<file path="src/hw/rtl/pfta_pkg.sv">
// Shared types and constants for the page frame translation block.
`default_nettype none

package pfta_pkg;

	// Fixed field widths of the request and response items.
	localparam int ADDR_W   = 16;
	localparam int LIMIT_W  = 17;
	localparam int STATUS_W = 2;
	localparam int PAGE_O_W = 6;
	localparam int OFF_O_W  = 10;
	localparam int FRAME_O_W = 2;
	localparam int PHYS_O_W = 12;
	localparam int COUNT_W  = 16;

	// Configuration port.
	localparam int APB_ADDR_W = 3;
	localparam int APB_DATA_W = 32;
	localparam logic [APB_ADDR_W-1:0] REG_VIRTUAL_LIMIT = 3'd0;
	localparam logic [LIMIT_W-1:0] LIMIT_RESET = 17'd8192;

	// Result status codes.
	localparam logic [STATUS_W-1:0] ST_HIT  = 2'd0;
	localparam logic [STATUS_W-1:0] ST_LOAD = 2'd1;
	localparam logic [STATUS_W-1:0] ST_FULL = 2'd2;
	localparam logic [STATUS_W-1:0] ST_OOB  = 2'd3;

	localparam logic [COUNT_W-1:0] COUNT_MAX = 16'hFFFF;

	// Control flags of a lookup probe walking the row of frame cells.
	typedef struct packed {
		logic live;  // a probe occupies this stage
		logic oob;   // address was at or above the limit
		logic done;  // a cell has already resolved the lookup
		logic hit;   // resolved by a matching entry
	} pfta_probe_t;

	// Saturating increment of an event counter.
	function automatic logic [COUNT_W-1:0] sat_inc(input logic [COUNT_W-1:0] c);
		sat_inc = (c == COUNT_MAX) ? c : c + COUNT_W'(1);
	endfunction

endpackage

`default_nettype wire

</file>
<file path="src/hw/rtl/pfta_if.sv">
// Request and response stream interfaces of the page frame translation block.
`default_nettype none

interface pfta_req_if import pfta_pkg::*; ();
	logic              valid;
	logic              ready;
	logic [ADDR_W-1:0] vaddr;

	modport source (output valid, output vaddr, input ready);
	modport sink (input valid, input vaddr, output ready);
endinterface

interface pfta_rsp_if import pfta_pkg::*; ();
	logic                 valid;
	logic                 ready;
	logic [STATUS_W-1:0]  status;
	logic [PAGE_O_W-1:0]  page_number;
	logic [OFF_O_W-1:0]   byte_offset;
	logic [FRAME_O_W-1:0] frame_number;
	logic [PHYS_O_W-1:0]  physical_address;
	logic [COUNT_W-1:0]   hit_total;
	logic [COUNT_W-1:0]   fault_total;

	modport source (
		output valid, output status, output page_number, output byte_offset,
		output frame_number, output physical_address, output hit_total,
		output fault_total, input ready
	);
	modport sink (
		input valid, input status, input page_number, input byte_offset,
		input frame_number, input physical_address, input hit_total,
		input fault_total, output ready
	);
endinterface

`default_nettype wire

</file>
<file path="src/hw/rtl/pfta_cell.sv">
// One frame table entry that inspects a passing probe and hands it on.
`default_nettype none

module pfta_cell import pfta_pkg::*; #(
	parameter int IDX     = 0,
	parameter int PAGE_W  = 6,
	parameter int FRAME_W = 2
) (
	input  wire logic               clk,
	input  wire logic               arst_n,
	input  wire pfta_probe_t        probe_in,
	input  wire logic [PAGE_W-1:0]  page_in,
	input  wire logic [FRAME_W-1:0] frame_in,
	output pfta_probe_t             probe_out,
	output logic [PAGE_W-1:0]       page_out,
	output logic [FRAME_W-1:0]      frame_out,
	output logic                    entry_valid
);

	logic               valid_q;
	logic [PAGE_W-1:0]  page_q;
	pfta_probe_t        probe_q;
	logic [PAGE_W-1:0]  page_out_q;
	logic [FRAME_W-1:0] frame_out_q;
	logic               searching;
	logic               match;
	logic               claim;
	pfta_probe_t        probe_nxt;

	// An unresolved probe hits a matching entry or claims this entry if empty.
	// Entries fill from the low end, so an empty entry ends the search.
	always_comb begin
		searching      = probe_in.live && !probe_in.done;
		match          = searching && valid_q && (page_q == page_in);
		claim          = searching && !valid_q;
		probe_nxt      = probe_in;
		probe_nxt.done = probe_in.done | match | claim;
		probe_nxt.hit  = probe_in.hit | match;
	end

	// Entry state.
	always_ff @(posedge clk or negedge arst_n) begin
		if (!arst_n) begin
			valid_q <= 1'b0;
		end else if (claim) begin
			valid_q <= 1'b1;
		end
	end

	always_ff @(posedge clk) begin
		if (claim) begin
			page_q <= page_in;
		end
	end

	// Probe hand-off to the next cell.
	always_ff @(posedge clk or negedge arst_n) begin
		if (!arst_n) begin
			probe_q <= '0;
		end else begin
			probe_q <= probe_nxt;
		end
	end

	always_ff @(posedge clk) begin
		page_out_q  <= page_in;
		frame_out_q <= (match || claim) ? FRAME_W'(IDX) : frame_in;
	end

	assign probe_out   = probe_q;
	assign page_out    = page_out_q;
	assign frame_out   = frame_out_q;
	assign entry_valid = valid_q;

endmodule

`default_nettype wire

</file>
<file path="src/hw/rtl/pfta_regs.sv">
// Configuration register file with an APB-style write and read port.
`default_nettype none

module pfta_regs import pfta_pkg::*; (
	input  wire logic                  clk,
	input  wire logic                  arst_n,
	input  wire logic                  psel,
	input  wire logic                  penable,
	input  wire logic                  pwrite,
	input  wire logic [APB_ADDR_W-1:0] paddr,
	input  wire logic [APB_DATA_W-1:0] pwdata,
	output logic [APB_DATA_W-1:0]      prdata,
	output logic                       pready,
	output logic [LIMIT_W-1:0]         virtual_limit
);

	logic [LIMIT_W-1:0] limit_q;
	logic               wr_en;

	// A write completes in the access phase; the port never waits.
	assign pready = 1'b1;
	assign wr_en  = psel && penable && pwrite && pready;

	always_ff @(posedge clk or negedge arst_n) begin
		if (!arst_n) begin
			limit_q <= LIMIT_RESET;
		end else if (wr_en && (paddr == REG_VIRTUAL_LIMIT)) begin
			limit_q <= pwdata[LIMIT_W-1:0];
		end
	end

	// Read decode; unmapped addresses read as zero.
	always_comb begin
		case (paddr)
			REG_VIRTUAL_LIMIT: prdata = APB_DATA_W'(limit_q);
			default:           prdata = '0;
		endcase
	end

	assign virtual_limit = limit_q;

endmodule

`default_nettype wire

</file>
<file path="src/hw/rtl/page_frame_translate_alloc.sv">
// Top level: demand-paging address translation over a row of frame cells.
// The lookup probe of an accepted address walks the row of frame cells; the block takes one
// item at a time: the probe walks the row one cell per cycle, and the next item enters after
// it leaves the row and the result buffer is empty or passing its result on.
// A finished result waits in a buffer and an output register, apart from the row.
// Reset empties all frames, zeroes both counters and sets the limit to 8192.
`default_nettype none

module page_frame_translate_alloc import pfta_pkg::*; #(
	parameter int OFFSET_BITS = 10,
	parameter int FRAME_COUNT = 4
) (
	input  wire logic                  clk,
	input  wire logic                  arst_n,
	pfta_req_if.sink                   req,
	pfta_rsp_if.source                 rsp,
	input  wire logic                  psel,
	input  wire logic                  penable,
	input  wire logic                  pwrite,
	input  wire logic [APB_ADDR_W-1:0] paddr,
	input  wire logic [APB_DATA_W-1:0] pwdata,
	output logic [APB_DATA_W-1:0]      prdata,
	output logic                       pready
);

	localparam int PAGE_W  = (OFFSET_BITS >= ADDR_W) ? 1 : ADDR_W - OFFSET_BITS;
	localparam int FRAME_W = (FRAME_COUNT > 1) ? $clog2(FRAME_COUNT) : 1;

	logic [LIMIT_W-1:0] virtual_limit;

	pfta_regs u_regs (
		.clk           (clk),
		.arst_n        (arst_n),
		.psel          (psel),
		.penable       (penable),
		.pwrite        (pwrite),
		.paddr         (paddr),
		.pwdata        (pwdata),
		.prdata        (prdata),
		.pready        (pready),
		.virtual_limit (virtual_limit)
	);

	// Handshake and intake.
	logic                   busy_q;
	logic                   buf_valid_q;
	logic                   rsp_valid_q;
	logic                   rsp_load;
	logic                   accept;
	logic                   in_bounds;
	logic [31:0]            addr_ext;
	logic [OFFSET_BITS-1:0] offset_q;

	assign rsp_load  = buf_valid_q && (!rsp_valid_q || rsp.ready);
	assign req.ready = !busy_q && (!buf_valid_q || rsp_load);
	assign accept    = req.valid && req.ready;
	assign in_bounds = ({1'b0, req.vaddr} < virtual_limit);
	assign addr_ext  = 32'(req.vaddr);

	always_ff @(posedge clk) begin
		if (accept) begin
			offset_q <= addr_ext[OFFSET_BITS-1:0];
		end
	end

	// Row of frame cells; stage 0 is the probe formed from the accepted request.
	pfta_probe_t        probe_c [FRAME_COUNT+1];
	logic [PAGE_W-1:0]  page_c  [FRAME_COUNT+1];
	logic [FRAME_W-1:0] frame_c [FRAME_COUNT+1];
	logic [FRAME_COUNT-1:0] valid_vec;
	logic [FRAME_COUNT-1:0] live_vec;
	logic [31:0]            page_shift;

	assign page_shift = addr_ext >> OFFSET_BITS;

	always_comb begin
		probe_c[0].live = accept;
		probe_c[0].oob  = !in_bounds;
		probe_c[0].done = !in_bounds;
		probe_c[0].hit  = 1'b0;
		page_c[0]       = page_shift[PAGE_W-1:0];
		frame_c[0]      = '0;
	end

	for (genvar g = 0; g < FRAME_COUNT; g++) begin : g_cell
		pfta_cell #(
			.IDX     (g),
			.PAGE_W  (PAGE_W),
			.FRAME_W (FRAME_W)
		) u_cell (
			.clk         (clk),
			.arst_n      (arst_n),
			.probe_in    (probe_c[g]),
			.page_in     (page_c[g]),
			.frame_in    (frame_c[g]),
			.probe_out   (probe_c[g+1]),
			.page_out    (page_c[g+1]),
			.frame_out   (frame_c[g+1]),
			.entry_valid (valid_vec[g])
		);
		assign live_vec[g] = probe_c[g+1].live;
	end

	// Resolve the probe leaving the row into result fields.
	pfta_probe_t          tail;
	logic [STATUS_W-1:0]  status_d;
	logic [31:0]          page_ext;
	logic [31:0]          offset_ext;
	logic [31:0]          frame_ext;
	logic [31:0]          phys_ext;
	logic [PAGE_O_W-1:0]  page_d;
	logic [OFF_O_W-1:0]   offset_d;
	logic [FRAME_O_W-1:0] frame_d;
	logic [PHYS_O_W-1:0]  phys_d;
	logic [COUNT_W-1:0]   hit_q;
	logic [COUNT_W-1:0]   fault_q;
	logic [COUNT_W-1:0]   hit_d;
	logic [COUNT_W-1:0]   fault_d;

	always_comb begin
		tail       = probe_c[FRAME_COUNT];
		page_ext   = 32'(page_c[FRAME_COUNT]);
		offset_ext = 32'(offset_q);
		frame_ext  = 32'(frame_c[FRAME_COUNT]);
		phys_ext   = (frame_ext << OFFSET_BITS) + offset_ext;
		hit_d      = hit_q;
		fault_d    = fault_q;
		if (tail.oob) begin
			status_d = ST_OOB;
		end else if (tail.hit) begin
			status_d = ST_HIT;
			hit_d    = sat_inc(hit_q);
		end else if (tail.done) begin
			status_d = ST_LOAD;
			fault_d  = sat_inc(fault_q);
		end else begin
			status_d = ST_FULL;
			fault_d  = sat_inc(fault_q);
		end
		page_d   = tail.oob ? '0 : page_ext[PAGE_O_W-1:0];
		offset_d = tail.oob ? '0 : offset_ext[OFF_O_W-1:0];
		if ((status_d == ST_HIT) || (status_d == ST_LOAD)) begin
			frame_d = frame_ext[FRAME_O_W-1:0];
			phys_d  = phys_ext[PHYS_O_W-1:0];
		end else begin
			frame_d = '0;
			phys_d  = '0;
		end
	end

	// Control: busy while a probe is in the row, then the result sits in the buffer.
	always_ff @(posedge clk or negedge arst_n) begin
		if (!arst_n) begin
			busy_q      <= 1'b0;
			buf_valid_q <= 1'b0;
			rsp_valid_q <= 1'b0;
			hit_q       <= '0;
			fault_q     <= '0;
		end else begin
			if (accept) begin
				busy_q <= 1'b1;
			end else if (tail.live) begin
				busy_q <= 1'b0;
			end
			if (tail.live) begin
				buf_valid_q <= 1'b1;
				hit_q       <= hit_d;
				fault_q     <= fault_d;
			end else if (rsp_load) begin
				buf_valid_q <= 1'b0;
			end
			if (rsp_load) begin
				rsp_valid_q <= 1'b1;
			end else if (rsp.ready) begin
				rsp_valid_q <= 1'b0;
			end
		end
	end

	// Result buffer and output register payload.
	logic [STATUS_W-1:0]  buf_status_q, rsp_status_q;
	logic [PAGE_O_W-1:0]  buf_page_q, rsp_page_q;
	logic [OFF_O_W-1:0]   buf_offset_q, rsp_offset_q;
	logic [FRAME_O_W-1:0] buf_frame_q, rsp_frame_q;
	logic [PHYS_O_W-1:0]  buf_phys_q, rsp_phys_q;
	logic [COUNT_W-1:0]   buf_hit_q, rsp_hit_q;
	logic [COUNT_W-1:0]   buf_fault_q, rsp_fault_q;

	always_ff @(posedge clk) begin
		if (tail.live) begin
			buf_status_q <= status_d;
			buf_page_q   <= page_d;
			buf_offset_q <= offset_d;
			buf_frame_q  <= frame_d;
			buf_phys_q   <= phys_d;
			buf_hit_q    <= hit_d;
			buf_fault_q  <= fault_d;
		end
		if (rsp_load) begin
			rsp_status_q <= buf_status_q;
			rsp_page_q   <= buf_page_q;
			rsp_offset_q <= buf_offset_q;
			rsp_frame_q  <= buf_frame_q;
			rsp_phys_q   <= buf_phys_q;
			rsp_hit_q    <= buf_hit_q;
			rsp_fault_q  <= buf_fault_q;
		end
	end

	assign rsp.valid            = rsp_valid_q;
	assign rsp.status           = rsp_status_q;
	assign rsp.page_number      = rsp_page_q;
	assign rsp.byte_offset      = rsp_offset_q;
	assign rsp.frame_number     = rsp_frame_q;
	assign rsp.physical_address = rsp_phys_q;
	assign rsp.hit_total        = rsp_hit_q;
	assign rsp.fault_total      = rsp_fault_q;

	// Occupied frames always form a contiguous run from frame zero.
	a_frames_prefix: assert property (@(posedge clk) disable iff (!arst_n)
		((valid_vec + FRAME_COUNT'(1)) & valid_vec) == '0)
		else $error("occupied frames are not contiguous");

	// At most one probe walks the row at a time.
	a_one_probe: assert property (@(posedge clk) disable iff (!arst_n)
		$onehot0(live_vec))
		else $error("more than one probe in the frame row");

	// A probe in the row and a buffered result never coexist.
	a_busy_buf: assert property (@(posedge clk) disable iff (!arst_n)
		!(busy_q && buf_valid_q))
		else $error("busy with a result still buffered");

	// An accepted request enters the first cell on the next cycle.
	a_enter: assert property (@(posedge clk) disable iff (!arst_n)
		accept |=> probe_c[1].live)
		else $error("accepted request did not enter the frame row");

	// The hit counter never decreases.
	a_hit_mono: assert property (@(posedge clk) disable iff (!arst_n)
		hit_q >= $past(hit_q))
		else $error("hit counter decreased");

endmodule

`default_nettype wire

</file>
<file path="src/flat_wrapper.sv">
// flat-port wrapper written by rule: the top's interface ports become plain ports
module page_frame_translate_alloc_flat import pfta_pkg::*;
#(
	parameter int OFFSET_BITS = 10,
	parameter int FRAME_COUNT = 4
)
  (clk, arst_n, psel, penable, pwrite, paddr, pwdata, prdata, pready, req_valid, req_vaddr, req_ready, rsp_valid, rsp_status, rsp_page_number, rsp_byte_offset, rsp_frame_number, rsp_physical_address, rsp_hit_total, rsp_fault_total, rsp_ready);
  pfta_req_if req_i ();
  pfta_rsp_if rsp_i ();
  input  wire logic clk;
  input  wire logic arst_n;
  input  wire logic psel;
  input  wire logic penable;
  input  wire logic pwrite;
  input  wire logic [APB_ADDR_W-1:0] paddr;
  input  wire logic [APB_DATA_W-1:0] pwdata;
  output logic [APB_DATA_W-1:0] prdata;
  output logic pready;
  input wire logic [$bits(req_i.valid)-1:0] req_valid;
  input wire logic [$bits(req_i.vaddr)-1:0] req_vaddr;
  output wire logic [$bits(req_i.ready)-1:0] req_ready;
  output wire logic [$bits(rsp_i.valid)-1:0] rsp_valid;
  output wire logic [$bits(rsp_i.status)-1:0] rsp_status;
  output wire logic [$bits(rsp_i.page_number)-1:0] rsp_page_number;
  output wire logic [$bits(rsp_i.byte_offset)-1:0] rsp_byte_offset;
  output wire logic [$bits(rsp_i.frame_number)-1:0] rsp_frame_number;
  output wire logic [$bits(rsp_i.physical_address)-1:0] rsp_physical_address;
  output wire logic [$bits(rsp_i.hit_total)-1:0] rsp_hit_total;
  output wire logic [$bits(rsp_i.fault_total)-1:0] rsp_fault_total;
  input wire logic [$bits(rsp_i.ready)-1:0] rsp_ready;
  assign req_i.valid = req_valid;
  assign req_i.vaddr = req_vaddr;
  assign req_ready = req_i.ready;
  assign rsp_valid = rsp_i.valid;
  assign rsp_status = rsp_i.status;
  assign rsp_page_number = rsp_i.page_number;
  assign rsp_byte_offset = rsp_i.byte_offset;
  assign rsp_frame_number = rsp_i.frame_number;
  assign rsp_physical_address = rsp_i.physical_address;
  assign rsp_hit_total = rsp_i.hit_total;
  assign rsp_fault_total = rsp_i.fault_total;
  assign rsp_i.ready = rsp_ready;
  page_frame_translate_alloc #(.OFFSET_BITS(OFFSET_BITS), .FRAME_COUNT(FRAME_COUNT)) u_core (.clk(clk), .arst_n(arst_n), .req(req_i), .rsp(rsp_i), .psel(psel), .penable(penable), .pwrite(pwrite), .paddr(paddr), .pwdata(pwdata), .prdata(prdata), .pready(pready));
endmodule
</file>
<file path="config.mk">
export PLATFORM = sky130hd
export DESIGN_NAME = page_frame_translate_alloc_flat
export DESIGN_NICKNAME = d
export VERILOG_FILES = /design/src/hw/rtl/pfta_pkg.sv /design/src/hw/rtl/pfta_if.sv /design/src/hw/rtl/pfta_cell.sv /design/src/hw/rtl/pfta_regs.sv /design/src/hw/rtl/page_frame_translate_alloc.sv /design/src/flat_wrapper.sv
export SDC_FILE = /design/constraint.sdc
export NUM_CORES = 1
export LEC_CHECK = 0
export BUFFER_PORTS_ARGS = -buffer_cell sky130_fd_sc_hd__buf_2
export CAP_MARGIN = 20
export CORE_ASPECT_RATIO = 0.8
export CORE_MARGIN = 1.5
export CORE_UTILIZATION = 60
export CTS_BUF_LIST = sky130_fd_sc_hd__clkbuf_8
export DETAILED_ROUTE_END_ITERATION = 10
export GPL_TIMING_DRIVEN = 0
export PLACE_DENSITY = 0.84
export SYNTH_ARGS = -nofsm -noshare
export SYNTH_HDL_FRONTEND = slang
export SYNTH_SLANG_ARGS = --single-unit
</file>
<file path="constraint.sdc">
create_clock -name clk -period 7.7 [get_ports clk]
set_input_delay 1.54 -clock clk [delete_from_list [all_inputs] [get_ports clk]]
set_output_delay 1.54 -clock clk [all_outputs]
set_load 0.05 [all_outputs]
</file>
[Word level (Yosys, flattened, before mapping)]
Index checks and enable logic that the tools add are counted.
Operators by class
  add/subtract/negate cells: 3
  magnitude comparators: 1
  div/mod/pow operators: 0
  shift operators: 0
  reduce and logical (&&, ||, !) cells: 44
  mux-type cells: 16
  bitwise operators: 11
  multipliers: 0
  equality and inequality tests: 7
Operators by type and width (number)
  16-bit two-way mux: 6
  16-bit by 1-bit adder with 16-bit output, second input constant: 2
  16-bit equality test, second input constant: 2
  6-bit equality test: 4
  1-bit logical AND: 22
  16-bit by 17-bit less-than comparator with 1-bit output: 1
  17-bit two-way mux: 1
  12-bit by 10-bit adder with 12-bit output: 1
  1-bit zero test: 11
  1-bit OR: 11
  1-bit logical OR: 6
  1-bit two-way mux: 6
  2-bit two-way mux: 3
  2-bit nonzero test: 3
  3-bit zero test: 1
  2-bit by 1-bit equality test with 1-bit output, second input constant: 1
  2-bit zero test: 1
Storage, ports and cells
  output and inout bits: 99
  register bits: 263
  memories kept: 0
  memory bits (writable): 0
  bits in read-only memories: 0
  bits of input ports: 58
  latch bits: 0

[Logic depth before layout (Yosys ltp)]
  word-level depth: 11
  depth in mapped cells: 7

[Modules after synthesis]
A second synthesis with hierarchy kept.
Unflattened totals
  cells, all modules: 716
  area total of the unflattened synthesis: 10531.4 um^2
Modules (own cells, without submodules)
  page_frame_translate_alloc: seq. area each 4899.7 um^2, area each 7105.6 um^2, instances 1, cells an instance 490
  pfta_cell at u_core.g_cell[1].u_cell ...: seq. area each 465.4 um^2, area each 629.4 um^2, instances 2, cells an instance 38
  pfta_regs: seq. area each 426.7 um^2, area each 964.7 um^2, instances 1, cells an instance 74
  pfta_cell at u_core.g_cell[3].u_cell: seq. area each 465.4 um^2, area each 601.8 um^2, instances 1, cells an instance 38
  pfta_cell at u_core.g_cell[0].u_cell: seq. area each 465.4 um^2, area each 600.6 um^2, instances 1, cells an instance 38

[Worst setup path before layout]
No wires, ideal clock.
  kind: input -> output
  start: input port paddr[1]
  end: output port prdata[10]
  arrival: 2.637 ns
  required time: 6.160 ns
  stages: 3
  path slack: 3.523 ns
  path through: nor3_1 > clkbuf_1 > and2_1
Between the ends
  word-level cells in the longest chain between the ends: 2
Ends and longest elaborated chain
  start, declared: RTL line flat_wrapper.sv:15  | input wire logic [APB_ADDR_W-1:0] paddr;
  3-bit zero test: RTL line pfta_regs.sv:34  | case (paddr)
  17-bit two-way mux: RTL line pfta_regs.sv:34
  end, declared: RTL line flat_wrapper.sv:17  | output logic [APB_DATA_W-1:0] prdata;
No other way between the ends.

[Worst setup path after layout]
  start: input port paddr[1]
  end: output port prdata[6]
Same word-level chain as after synthesis.

==> metrics.yaml <==
synth.distinct_cells: 47
core.rowCount: 41
grt_pass1_vias: 5761
cp-end-kind: "output port"
drc: 0
grt_antenna_before_repair: 0
wl_per_cell_um: 14.7
power_w: 0.00363
path_buf_inv: 3
ys_async_sr_fraction: 0.278
core_area_um2: 16000
initial_utilization: 0.624
fp.dieW_um: 147
ir_drop_mv: 0.193
fin_crit_ns: 4.60
hold_viol_final: 0
yosys_warnings: 0
synth_top_cell_area_share: 0.475
hp-class: "flop to flop"
gp_routability_congestion: 0.793
cts_made_buffers: 39
synthFlopType: "edfxtp_1"
syn2layout_area_growth_pct: 17.3
worst_slew_pin_slew_ns: 0.957
min_period_over_period: 0.597
nets: 959
synth_top_area_cell: "edfxtp_1"
dr.pass1.iters: 5
synth_area_leaders: "edfxtp_1, dfrtp_1, dfxtp_1"
critical_path_class: "input port to output port"
wl_mm: 16.6
rr_worst_depth: 7
drt_iter0_markers: 411
clk_latency_ns: 0.53
die_y_um: 118
crit_path_top_delay_cell: "nor3_1"
arrival_ns: 3.06
vias_per_cell: 5.08
r2r_end: "u_core.g_cell[0].u_cell.page_q[2]"
postCtsResizedCells: 0
slew_headroom: 0.362
synth_top_cells_by_count: "edfxtp_1, dfrtp_1, nand2_1"
crit_fanout: 10
setup_slack_ns: 3.10
vias: 5738
clkTransAtPathRegs_ns: 0.06
power_density_nw_per_um2: 310
clock_path_buffers: 3
syn_inst: 701
max_freq_mhz: 217
ys_seq_area_frac: 0.714
hold_buffers: 0
port_buffers: 125
synth_edf_count: 158
synth.avg_cell_area_um2: 14.2
yosysMostFrequentCell: "edfxtp_1"
worstReg2RegStart: "u_core.u_regs.virtual_limit[13]"
dieArea_um2: 17400
cp_top_family: "simple AND/OR/NAND/NOR gates"
final_antenna_net_count: 0
syn_area_um2: 9980
dp_slack_ns: 3.11
place.detailed.hpwl_mm: 11.6
cp_cell_sequence: "buf_2, nor3_1, clkbuf_1, and2_1, buf_2"
crit_start: "paddr[1]"
globalRouteTotalUtil: 0.197
post_cts_buffers: 0
finalSetupTns_ns: 0
skew_ns: 0.0150
slowest_delay_ns: 0.63
endpoint: "prdata[6]"
grt_max_degree: 56
cts_tree: "yes"
cts_max_level: 2
finalSetupViolations: 0
p_leak_nw: 5.02
io_pins: 157
cts-root-buf: "clkbuf_8"
crit_cells: 5
finalMaxSlewViolations: 0
yosys_register_bits: 259
clock_sinks: 259
overflow: 0
cp-start-kind: "input port"
cp.required_ns: 6.16
maxCapViolCount: 0
status: "finished clean"
grt_pass1_wl_mm: 27.3
num_antenna_cells: 0
r2r_setup_slack_ns: 5.26
critPathMostFrequentCell: "buf_2"
rsz0062_at_grt: "false"
drive_above_1_share: 0.259
[routing by layer]
layer	up-vias	wire length [um]	GRT usage
met5	-	0	0
met4	0	255	0.0675
met2	197	8310	0.337
met1	2720	6960	0.246
li1	2795	-	-
met3	26	1040	0.0479
[power by group]
part           total [W]  switching (W)  leakage (nW)  internal [W]
Sequential       0.00189       0.000113          2.64       0.00177
Combinational   0.000760       0.000571          1.97      0.000189
Clock           0.000987       0.000491         0.410      0.000496
Total            0.00363        0.00117          5.02       0.00246
[metrics by stage]
step                cell area (um^2)  std cells  hold WS (ns)   util
floorplan                      10000        715         0.331      -
finish                         11700       1130         0.347  0.732
global route                   11700       1130         0.353  0.732
CTS                            11700       1130         0.347  0.732
global placement               10900       1055         0.334  0.683
detailed placement             11000       1058         0.335  0.688
[worst register-to-register path, cell delays in order, from the launching register on]
cell	delay (ns)
dfstp_2	0.53
inv_1	0.05
ha_1	0.26
nand4b_1	0.12
nor2_1	0.08
a21oi_1	0.12
o311ai_1	0.21
nor3_1	0.69
[worst min-delay path by stage]
stage,from,to,slack [ns],cells past startpoint
floorplan,u_core.g_cell[0].u_cell.probe_out[2],u_core.g_cell[1].u_cell.probe_out[2],0.33,0
global placement,u_core.g_cell[1].u_cell.probe_out[2],u_core.g_cell[2].u_cell.probe_out[2],0.33,0
detailed placement,u_core.g_cell[2].u_cell.probe_out[2],u_core.g_cell[3].u_cell.probe_out[2],0.33,0
CTS,u_core.g_cell[2].u_cell.probe_out[2],u_core.g_cell[3].u_cell.probe_out[2],0.35,0
global route,u_core.g_cell[1].u_cell.probe_out[2],u_core.g_cell[2].u_cell.probe_out[2],0.35,0
finish,u_core.g_cell[2].u_cell.probe_out[2],u_core.g_cell[3].u_cell.probe_out[2],0.35,0
[placed cells by master (no fill, tap or decap), types with 7 or more instances in the layout]
master / instances
inv_1: 45
mux2_2: 15
edfxtp_1: 158
clkinv_1: 7
xnor2_1: 39
ha_1: 17
a21oi_1: 10
nor2_1: 29
dfxtp_1: 29
buf_4: 20
conb_1: 16
xor2_1: 28
nor3_1: 12
dfrtp_1: 70
buf_2: 133
clkbuf_1: 7
nor2b_1: 19
nand2_1: 54
nand2b_1: 11
o21ai_0: 23
nand3_1: 18
clkbuf_8: 41
and2_1: 32
nand4_1: 22
[cells by family (layout without fill, tap and decap cells)]
| family | after synthesis | after routing | synth area share |
|---|---|---|---|
| muxes | 15 | 15 | 0.0169 |
| buffers and inverters | 68 | 268 | 0.0341 |
| xor gates and xnor gates | 67 | 67 | 0.0588 |
| DFF | 259 | 259 | 0.714 |
| adders and majority gates | 17 | 17 | 0.0213 |
| and+or+nand+nor | 222 | 222 | 0.124 |
| other | 2 | 16 | 0.000752 |
| AOI/OAI and AO/OA | 51 | 51 | 0.0305 |
[area by class of cell]
| cell class | count | area (um^2) |
|---|---|---|
| buffer | 38 | 228 |
| inverter | 30 | 113 |
| timing repair buffer | 128 | 703 |
| multi-input combinational | 388 | 2570 |
| clock inverter | 31 | 135 |
| sequential | 259 | 7130 |
| clock buffer | 41 | 564 |
| fill | 1046 | 4300 |
| tap | 215 | 269 |
[flip-flops by register name, summed over array words and instances, names as in the netlist, 5 cells and up]
register / count
u_core.buf_page_q: 6
u_core.hit_q: 16
u_core.rsp.hit_total: 16
u_core.rsp.byte_offset: 10
u_core.buf_phys_q: 12
u_core.u_regs.virtual_limit: 17
u_core.g_cell.u_cell.page_out: 24
u_core.offset_q: 10
u_core.g_cell.u_cell.page_q: 24
u_core.rsp.physical_address: 12
u_core.g_cell.u_cell.probe_out: 16
u_core.buf_hit_q: 16
u_core.buf_offset_q: 10
u_core.g_cell.u_cell.frame_out: 5
u_core.rsp.fault_total: 16
u_core.fault_q: 16
u_core.buf_fault_q: 16
u_core.rsp.page_number: 6
Power figures use the tool's default switching activity.
